## src/hw/rtl/mono_oled_frame_buffer_assert.svh

```systemverilog
// Assertion macros for the monochrome OLED frame buffer.
// Each use expects signals named clk and rst_n in the including scope.
`ifndef MONO_OLED_FRAME_BUFFER_ASSERT_SVH
`define MONO_OLED_FRAME_BUFFER_ASSERT_SVH

// The consequent must hold in the same cycle as the antecedent.
`define MOFB_ASSERT_NOW(label, cond, expect_now) \
  label: assert property (@(posedge clk) disable iff (!rst_n) (cond) |-> (expect_now)) \
    else $error("frame buffer check failed in the same cycle");

// The consequent must hold in the cycle after the antecedent.
`define MOFB_ASSERT_NEXT(label, cond, expect_next) \
  label: assert property (@(posedge clk) disable iff (!rst_n) (cond) |=> (expect_next)) \
    else $error("frame buffer check failed one cycle later");

`endif

```

## src/hw/rtl/mofb_pkg.sv

```systemverilog
// Shared types and constants of the monochrome OLED frame buffer.
// No dependencies; used by the controller, the datapath and the top level.
package mofb_pkg;

  // Default panel geometry.
  localparam int DEF_COLUMNS = 128;
  localparam int DEF_PAGES   = 8;

  // Operation codes of an input item.
  localparam logic [2:0] OP_SET_PIXEL   = 3'd0;
  localparam logic [2:0] OP_CLEAR_PIXEL = 3'd1;
  localparam logic [2:0] OP_FILL_RECT   = 3'd2;
  localparam logic [2:0] OP_CLEAR_ALL   = 3'd3;
  localparam logic [2:0] OP_REFRESH     = 3'd4;

  // Panel commands that open each page of the refresh stream.
  localparam logic [7:0] CMD_PAGE_BASE = 8'hB0;
  localparam logic [7:0] CMD_COL_LOW   = 8'h00;
  localparam logic [7:0] CMD_COL_HIGH  = 8'h10;

  // Kind of work an accepted item needs.
  typedef enum logic [1:0] {
    JOB_NONE    = 2'd0,
    JOB_RMW     = 2'd1,
    JOB_CLEAR   = 2'd2,
    JOB_REFRESH = 2'd3
  } job_t;

  // Commands from the controller to the datapath.
  typedef struct packed {
    logic capture;
    logic walk_step;
    logic mem_rd;
    logic mem_wr;
    logic mem_clr;
    logic load_out;
    logic refresh;
  } mofb_cmd_t;

  // Status from the datapath to the controller.
  typedef struct packed {
    job_t in_job;
    logic walk_last;
    logic out_free;
  } mofb_status_t;

endpackage

```

## src/hw/rtl/mofb_ctrl.sv

```systemverilog
// Controller state machine of the monochrome OLED frame buffer.
// Depends on mofb_pkg for the command, status and job types.
module mofb_ctrl (
  input  logic                  clk,
  input  logic                  rst_n,
  input  logic                  in_valid,
  output logic                  in_ready,
  input  mofb_pkg::mofb_status_t status,
  output mofb_pkg::mofb_cmd_t    cmd
);

  typedef enum logic [5:0] {
    S_INIT  = 6'b000001,
    S_IDLE  = 6'b000010,
    S_CLEAR = 6'b000100,
    S_READ  = 6'b001000,
    S_WRITE = 6'b010000,
    S_RESP  = 6'b100000
  } state_t;

  state_t              state_r, state_nxt;
  mofb_pkg::job_t      job_r, job_nxt;

  // Next state and commands.
  always_comb begin
    state_nxt = state_r;
    job_nxt   = job_r;
    cmd       = '0;
    in_ready  = 1'b0;
    cmd.refresh = (job_r == mofb_pkg::JOB_REFRESH);
    unique case (state_r)
      S_INIT: begin
        // Clearing pass over the whole store after reset.
        cmd.mem_clr = 1'b1;
        if (status.walk_last) begin
          state_nxt = S_IDLE;
        end else begin
          cmd.walk_step = 1'b1;
        end
      end
      S_IDLE: begin
        in_ready = 1'b1;
        if (in_valid) begin
          cmd.capture = 1'b1;
          job_nxt     = status.in_job;
          unique case (status.in_job)
            mofb_pkg::JOB_RMW:     state_nxt = S_READ;
            mofb_pkg::JOB_REFRESH: state_nxt = S_READ;
            mofb_pkg::JOB_CLEAR:   state_nxt = S_CLEAR;
            default:               state_nxt = S_RESP;
          endcase
        end
      end
      S_CLEAR: begin
        cmd.mem_clr = 1'b1;
        if (status.walk_last) begin
          state_nxt = S_RESP;
        end else begin
          cmd.walk_step = 1'b1;
        end
      end
      S_READ: begin
        cmd.mem_rd = 1'b1;
        state_nxt  = (job_r == mofb_pkg::JOB_REFRESH) ? S_RESP : S_WRITE;
      end
      S_WRITE: begin
        cmd.mem_wr = 1'b1;
        if (status.walk_last) begin
          state_nxt = S_RESP;
        end else begin
          cmd.walk_step = 1'b1;
          state_nxt     = S_READ;
        end
      end
      S_RESP: begin
        if (status.out_free) begin
          cmd.load_out = 1'b1;
          state_nxt    = S_IDLE;
        end
      end
      default: state_nxt = S_INIT;
    endcase
  end

  // State registers.
  always_ff @(posedge clk) begin
    if (!rst_n) begin
      state_r <= S_INIT;
      job_r   <= mofb_pkg::JOB_NONE;
    end else begin
      state_r <= state_nxt;
      job_r   <= job_nxt;
    end
  end

endmodule

```

## config.mk

```make
export PLATFORM = sky130hd
export DESIGN_NAME = mofb_ctrl
export DESIGN_NICKNAME = d
export VERILOG_FILES = /design/src/hw/rtl/mono_oled_frame_buffer_assert.svh /design/src/hw/rtl/mofb_pkg.sv /design/src/hw/rtl/mofb_ctrl.sv
export SDC_FILE = /design/constraint.sdc
export NUM_CORES = 1
export LEC_CHECK = 0
export BUFFER_PORTS_ARGS = -buffer_cell sky130_fd_sc_hd__buf_2
export CAP_MARGIN = 10
export CORE_MARGIN = 4
export CORE_UTILIZATION = 25
export DETAILED_ROUTE_END_ITERATION = 8
export GPL_TIMING_DRIVEN = 1
export MAX_ROUTING_LAYER = met4
export PLACE_DENSITY_LB_ADDON = 0.12
export REMOVE_ABC_BUFFERS = 1
export SLEW_MARGIN = 30
export SYNTH_ARGS = -nofsm -noshare
export SYNTH_HDL_FRONTEND = slang
export SYNTH_SLANG_ARGS = --single-unit
```

## constraint.sdc

```tcl
create_clock -name clk -period 1.91 [get_ports clk]
set_input_delay 0.191 -clock clk [delete_from_list [all_inputs] [get_ports clk]]
set_output_delay 0.191 -clock clk [all_outputs]
set_load 0.005 [all_outputs]
```

=== Word-level counts from Yosys, hierarchy flattened ===
Cells that the tools add are included.
W data, S select, Z words.

* Eq/ne operators: 14
* Multiplexer cells: 18
* Reduce and logical (&&, ||, !) cells: 5

{| class="wikitable"
|+ Operators with widths
! cell !! count
|-
| $mux W6 || 6
|-
| $pmux W6 S6 || 1
|-
| $pmux W6 S2 || 1
|-
| $mux W1 || 10
|-
| $ne A2 B2 Y1 const B || 4
|-
| $eq A2 B2 Y1 const B || 3
|-
| $eq A6 B1 Y1 const B || 1
|-
| $eq A6 B2 Y1 const B || 1
|-
| $eq A6 B3 Y1 const B || 1
|-
| $eq A6 B4 Y1 const B || 1
|-
| $eq A6 B5 Y1 const B || 1
|-
| $eq A6 B6 Y1 const B || 1
|-
| $reduce_and A4 Y1 || 1
|-
| $reduce_or A2 Y1 || 2
|-
| $reduce_or A3 Y1 || 1
|-
| $eq A2 B1 Y1 const B || 1
|-
| $reduce_and A2 Y1 || 1
|}

* Output and inout bits: 8
* Word-level logic and storage cells: 39
* Register bits: 8
* Input bits: 7

=== Longest topological paths before layout ===
Gate-level depths: netlist of run 1.

* Depth in word-level cells: 5
* Depth in mapped cells: 5
* Mapped depth without buffers: 4

=== Worst setup path before layout of run 1 ===
Ideal clock, no wire load.

* Kind: reg-to-reg
* Start point: reg state_r[2]
* End point: reg state_r[5]
* Library setup time: 0.103 ns
* Data required time: 1.807 ns
* Stages on the path, launching flop included: 6
* Path buffers: 1
* Clock period less this slack: 1.743 ns
* Data arrival time: 1.639 ns
* Setup slack: 0.167 ns
* Cells stage by stage: dfxtp_1 > buf_6 > or4_4 > nor4b_4 > a21oi_2 > a2111oi_2

* Cells in the longest elaborated chain, start to end: 3
* Elaborated cells on any way between the ends: 12
* Those cells by class: 10 x eq/ne; 1 x mux; 1 x reduce/logical

{| class="wikitable"
|+ Ends and longest elaborated chain
! what !! RTL line !! text
|-
| start: declaration || mofb_ctrl.sv:21 || <nowiki>state_t state_r, state_nxt;</nowiki>
|-
| start signal: assignment || mofb_ctrl.sv:91 || <nowiki>state_r <= state_nxt;</nowiki>
|-
| $eq A6 B1 Y1, or another cell as far along || mofb_ctrl.sv:31 || <nowiki>unique case (state_r)</nowiki>
|-
| $ne A2 B2 Y1 (no line) || -- ||
|-
| $reduce_and A4 Y1 (no line) || -- ||
|}

Parallel ways exist; a longest one is shown, timed or not.
A chain may end at the register's enable or synchronous reset.

==> results.json, run 1 <==
{
  "r2r_slack_ns": 0.11,
  "required_ns": 1.72,
  "grt_pass1_wl_um": 2470,
  "synthSimpleGateAreaFrac": 0.400,
  "synth_top_family_by_area": "simple AND/OR/NAND/NOR gates",
  "async_flop_share": 0,
  "netlist_area_sq_um": 582,
  "p_per_area_nw_per_um2": 1060,
  "total_power_uw": 812,
  "die_w_um": 56.2,
  "synth_compound_area_frac": 0.163,
  "critPathSlowestCell": "or4_4",
  "sequentialPowerShare": 0.321,
  "avgSynthCellArea_sq_um": 8.43,
  "core_sq_um": 2210,
  "cts_buffers": 3,
  "drc": 0,
  "worstMarginPinSlew_ns": 0.407,
  "setup_violations": 0,
  "cp-start-kind": "register",
  "rows": 17,
  "place.gp.congestion": 0.699,
  "final_common_cell": "buf_2",
  "status": "finished, final reports clean",
  "hp-start": "rst_n",
  "grt.overflow.total": 0,
  "switchingPower_uw": 333,
  "port_buffers": 14,
  "grt_pass1_vias": 533,
  "fin_nets": 97,
  "routed_via_density": 5.03,
  "clockRootBuffer": "clkbuf_4",
  "seq_area_frac_synth": 0.275,
  "synth_edf_count": 0,
  "globalRouteMet3Util": 0.0302,
  "drt_iter0_drc": 10,
  "final_layout_size_suffix_gt1_frac": 0.443,
  "grt_use_met2": 0.154,
  "placed_cells": 112,
  "drtPass1Iterations": 4,
  "start_util": 0.263,
  "clk_pin_slew_ns": 0.06,
  "pwr-share-comb": 0.510,
  "die-area_sq_um": 3160,
  "clock-sinks": 8,
  "netlist-cell-type-count": 37,
  "dpl_cell_area_sq_um": 699,
  "intPower_uw": 479,
  "crit_type": "reg2out",
  "detail-route-antenna-nets": 0,
  "timing.rr.start": "state_r[2]$_SDFFE_PN0P_",
  "cp.arrival_ns": 1.65,
  "synthXorXnorAreaFrac": 0.0452,
  "vias": 584,
  "worst-path-max-fanout": 7,
  "reg2reg_depth": 4,
  "max_freq_mhz": 542,
  "timing_hold_violations_final": 0,
  "max_slew_margin": 0.727,
  "setup.worst_path.end_class": "primary output",
  "cts.path.max_buffers": 2,
  "clkLatencyLatePin_ns": 0.26,
  "n_antenna_cell": 0,
  "wl_um": 1550,
  "area_growth_pct": 31.4,
  "fill_cells": 246,
  "multi_input_area_sq_um": 403,
  "crit_chain": "or4_4, nor3b_4, and2_1, buf_2",
  "synthCells": 69,
  "synth_warnings": 0,
  "peakVddDrop_v": 0.000328,
  "ys_ff_latch": 8,
  "final_cell_mix": "buf_2, nor2_1, inv_1, buf_4, dfxtp_2",
  "synthAdderAreaFrac": 0,
  "htree_levels": 1,
  "yosys_most_used_dff": "dfxtp_1",
  "r2r_end": "state_r[5]$_SDFFE_PN0P_",
  "antenna_found_initial": 0,
  "grt_util_met1": 0.129,
  "design_area_sq_um": 764,
  "whs_ns": 0.176,
  "swShare": 0.410,
  "p_clk_frac": 0.169,
  "finalNonFillerCells": 116,
  "dp_hpwl_um": 1170,
  "drv_slew": 0,
  "setup_tns_ns": 0,
  "worstHoldEndpoint": "state_r[0]$_SDFFE_PN1P_",
  "muxShareOfSynthArea": 0.0344,
  "period_share": 0.965,
  "min_path_cells": 2,
  "cpPeakStageDelay_ns": 0.59,
  "grt_max_degree": 10,
  "clock_skew_ns": 0.000328,
  "die_y_um": 56.2,
  "hp-class": "in2reg",
  "pin_count": 15,
  "fin_crit_ns": 1.84,
  "leakage_nw": 0.347,
  "drt-wirelength-per-cell_um": 13.4,
  "seqCellArea_sq_um": 166,
  "grt_usage": 0.106,
  "top_usage_layer": "met2",
  "cap_violations": 0,
  "cts_tree": "yes"
}
## power groups by stage
| stage | logic (mW) | clock network, mW | registers (mW) |
|---|---|---|---|
| 2_1_floorplan | 0.247 | 0 | 0.241 |
| 3_3_place_gp | 0.387 | 0 | 0.247 |
| 3_5_place_dp | 0.382 | 0 | 0.248 |
| 4_1_cts | 0.385 | 0.145 | 0.245 |
| 5_1_grt | 0.462 | 0.151 | 0.268 |
| 6_report | 0.414 | 0.138 | 0.260 |
## state kept, by name, indices dropped and copies added, names as in the netlist
| name | cells |
|---|---|
| job_r | 2 |
| state_r | 6 |
## critical path: cells and delay by family (launching register included)
kind	cells	cell delay (ns)
buffers and inverters	1	0.10
and+or+nand+nor	3	0.94
DFF	1	0.35
## cells in the mapped netlist (2+ instances only)
cell / instances / share of area
nor2_1: 10 / 0.065
dfxtp_1: 8 / 0.28
inv_1: 6 / 0.039
nand2b_1: 3 / 0.032
and3_1: 2 / 0.022
buf_2: 2 / 0.017
mux2i_1: 2 / 0.034
nor3_1: 2 / 0.017
nor3_2: 2 / 0.034
nor4b_1: 2 / 0.030
o21ai_0: 2 / 0.017
or4_1: 2 / 0.026
xnor2_1: 2 / 0.030
## area by class of cell
| cell class | instances | share of cell area |
|---|---|---|
| clock buffer | 3 | 0.0295 |
| inverter | 6 | 0.0295 |
| multi-input combinational | 51 | 0.527 |
| sequential | 8 | 0.218 |
| tap | 28 | 0.0458 |
| timing repair buffer | 20 | 0.151 |
## timing repair
item,CTS,global route
setup endpoints to repair,2,3
buffers inserted,0,1
gates resized for setup,0,11
pin swaps,0,2
hold buffers,0,0
## worst max-delay path by stage
stage,end,slack [ns],from
after floorplan,state_r[5]$_SDFFE_PN0P_,0.19,state_r[2]$_SDFFE_PN0P_
after global placement,state_r[5]$_SDFFE_PN0P_,0.12,state_r[1]$_SDFFE_PN0P_
after detailed placement,state_r[5]$_SDFFE_PN0P_,0.10,state_r[1]$_SDFFE_PN0P_
after CTS,cmd[5],-0.04,state_r[0]$_SDFFE_PN1P_
after global routing,cmd[5],-0.006,state_r[0]$_SDFFE_PN1P_
final,cmd[1],0.07,state_r[2]$_SDFFE_PN0P_
## layer usage
layer / wire length [um] / share of wire
met5: 0 / 0
met1: 713 / 0.46
met3: 68 / 0.044
met2: 723 / 0.47
met4: 45 / 0.029
## through the flow
step | setup slack, ns | utilization
6_report | 0.0662 | 0.346
3_5_place_dp | 0.104 | 0.316
5_1_grt | -0.00631 | 0.346
4_1_cts | -0.0434 | 0.326
2_1_floorplan | 0.193 | -
3_3_place_gp | 0.124 | 0.316
## logic make-up (layout without fill, tap and decap cells)
logic type | Yosys count | in the layout
mux | 2 | 2
xor+xnor | 3 | 3
flops | 8 | 8
buf+inv | 10 | 29
simple gates | 34 | 34
compound gates | 12 | 12
(Power assumes the default switching activity.)
==> inputs of run 2 (changes only) <==
==> constraint.sdc (replaced) <==
create_clock -name clk -period 1.91 [get_ports clk]
set_input_delay 0.191 -clock clk [delete_from_list [all_inputs] [get_ports clk]]
set_output_delay 0.191 -clock clk [all_outputs]
set_load 0.05 [all_outputs]
==> run 2 against run 1 <==
  * Power up 27%
  * Critical path depth up 1
  * Clock power barely moved
  * Hold slack got worse by 0.0037 ns
  * Sequential power down 14%
  * Clock-buffer cell count stayed put
  * Cell area rose by 12%
  * Final cell count increased by 6.0%
  * Wire length up 0.90%
  * Utilization is 4.2 points higher
  * Critical endpoint is now cmd[5]
==> results.json, run 2 (synthesized netlist as in run 1, its figures left out) <==
{
  "cpPeakStageDelay_ns": 0.38,
  "critPathSlowestCell": "dfxtp_1",
  "clock-sinks": 8,
  "regMostFlops": "state_r",
  "cap_violations": 0,
  "die_w_um": 56.2,
  "fin_crit_ns": 1.90,
  "die_y_um": 56.2,
  "required_ns": 1.72,
  "grt_pass1_vias": 535,
  "grt_usage": 0.105,
  "start_util": 0.263,
  "place_ws_ns": 0.123,
  "crit_chain": "or2_1, nor4_4, nor2_2, nor2_2, buf_6",
  "fin_nets": 104,
  "detail-route-antenna-nets": 0,
  "r2r_slack_ns": 0.12,
  "pin_count": 15,
  "port_buffers": 14,
  "final_cell_mix": "buf_4, buf_2, nor2_1, inv_1",
  "crit_type": "reg2out",
  "htree_levels": 1,
  "clockRootBuffer": "clkbuf_4",
  "antenna_found_initial": 0,
  "final_common_cell": "buf_4",
  "r2r_end": "state_r[5]$_SDFFE_PN0P_",
  "wl_um": 1560,
  "worstHoldEndpoint": "state_r[0]$_SDFFE_PN1P_",
  "die-area_sq_um": 3160,
  "drc": 0,
  "hp-class": "in2reg",
  "peakVddDrop_v": 0.000880,
  "area_growth_pct": 47.3,
  "max_freq_mhz": 525,
  "cts_buffers": 3,
  "ctsHoldBuffers": 0,
  "rows": 17,
  "drv_slew": 0,
  "clk_pin_slew_ns": 0.06,
  "setup_violations": 0,
  "min_path_cells": 2,
  "n_antenna_cell": 0,
  "period_share": 0.997,
  "grt_pass1_wl_um": 2540,
  "core_sq_um": 2210,
  "place.gp.congestion": 0.675,
  "setup_tns_ns": 0,
  "final_layout_size_suffix_gt1_frac": 0.495,
  "cts.path.max_buffers": 2,
  "largestRegisters": "state_r x6, job_r x2",
  "clock_skew_ns": 0.00328,
  "grt.overflow.total": 0,
  "timing_hold_violations_final": 0,
  "routed_via_density": 5.01,
  "finalNonFillerCells": 123,
  "cts_tree": "yes",
  "drt-wirelength-per-cell_um": 12.7,
  "worst-path-max-fanout": 7,
  "setup_slack_ns": 0.00608,
  "rsz0062_at_grt": "yes",
  "status": "finished, final reports clean",
  "placed_cells": 116,
  "cp.arrival_ns": 1.71,
  "startpoint": "state_r[5]$_SDFFE_PN0P_",
  "drtPass1Iterations": 4,
  "cp-start-kind": "register",
  "worstMarginPinSlew_ns": 0.381,
  "setup.worst_path.end_class": "primary output",
  "largest_reg_flops": 6,
  "cpMostUsedCell": "nor2_2",
  "clkLatencyLatePin_ns": 0.26,
  "leakage_nw": 0.383,
  "final_core_util": 0.387,
  "drt_iter0_drc": 12,
  "p_per_area_nw_per_um2": 1200,
  "grt_max_degree": 8,
  "dp_hpwl_um": 1220,
  "timing.rr.start": "state_r[5]$_SDFFE_PN0P_",
  "whs_ns": 0.172,
  "vias": 616,
  "hp-start": "rst_n",
  "reg2reg_depth": 5,
  "max_slew_margin": 0.744
}
## run 2: cell count changes in the layout (fill, tap and decap cells not counted), moves of 2 or more
cell	before	now
buf_4	6	13
buf_2	14	8
buf_6	0	4
dfxtp_2	5	2
nor2_1	9	6
clkbuf_4	3	5
dfxtp_1	3	5
nor2_2	1	3
## run 2: what timing repair did
item / in CTS / in global routing
endpoints found under the setup margin: 5 / 6
resized for setup: 8 / 16
buffers inserted: 0 / 4
pin swaps: 0 / 5
## run 2: area by class of cell
cell class,instances,area [sq um]
Sequential cell,8,166
Fill cell,245,1360
Multi-Input combinational cell,51,413
Inverter,6,22.5
Tap cell,28,35.0
Timing Repair Buffer,27,198
Clock buffer,3,22.5
## run 2: power by group
group / internal, mW / total [mW] / switching (mW) / leakage, nW
logic: 0.285 / 0.665 / 0.380 / 0.302
clock network: 0.0726 / 0.140 / 0.0671 / 0.0138
registers: 0.194 / 0.223 / 0.0295 / 0.0667
## run 2: per-layer routing
| metal | global-route usage | part of all wire |
|---|---|---|
| met1 | 0.128 | 0.41 |
| met2 | 0.164 | 0.51 |
| met3 | 0.0209 | 0.058 |
| met4 | 0.0508 | 0.013 |
| met5 | - | 0 |
## run 2: worst max-delay path by stage
stage / end / depth (start not counted)
after detailed placement: cmd[5] / 6
after global routing: cmd[5] / 5
after CTS: cmd[5] / 6
after floorplan: cmd[5] / 4
final: cmd[5] / 5
after global placement: cmd[1] / 4
## run 2: metrics by stage
| stage | cell area, sq um | power, mW |
|---|---|---|
| 2_1_floorplan | 557 | 0.601 |
| 3_3_place_gp | 729 | 0.769 |
| 3_5_place_dp | 729 | 0.762 |
| 4_1_cts | 783 | 0.946 |
| 5_1_grt | 857 | 1.09 |
| 6_report | 857 | 1.03 |
## run 2: critical path: cells and delay by family, from the launching register on
kind / cells / cell delay (ns)
and+or+nand+nor: 4 / 0.91
DFF: 1 / 0.38
buffers and inverters: 1 / 0.16
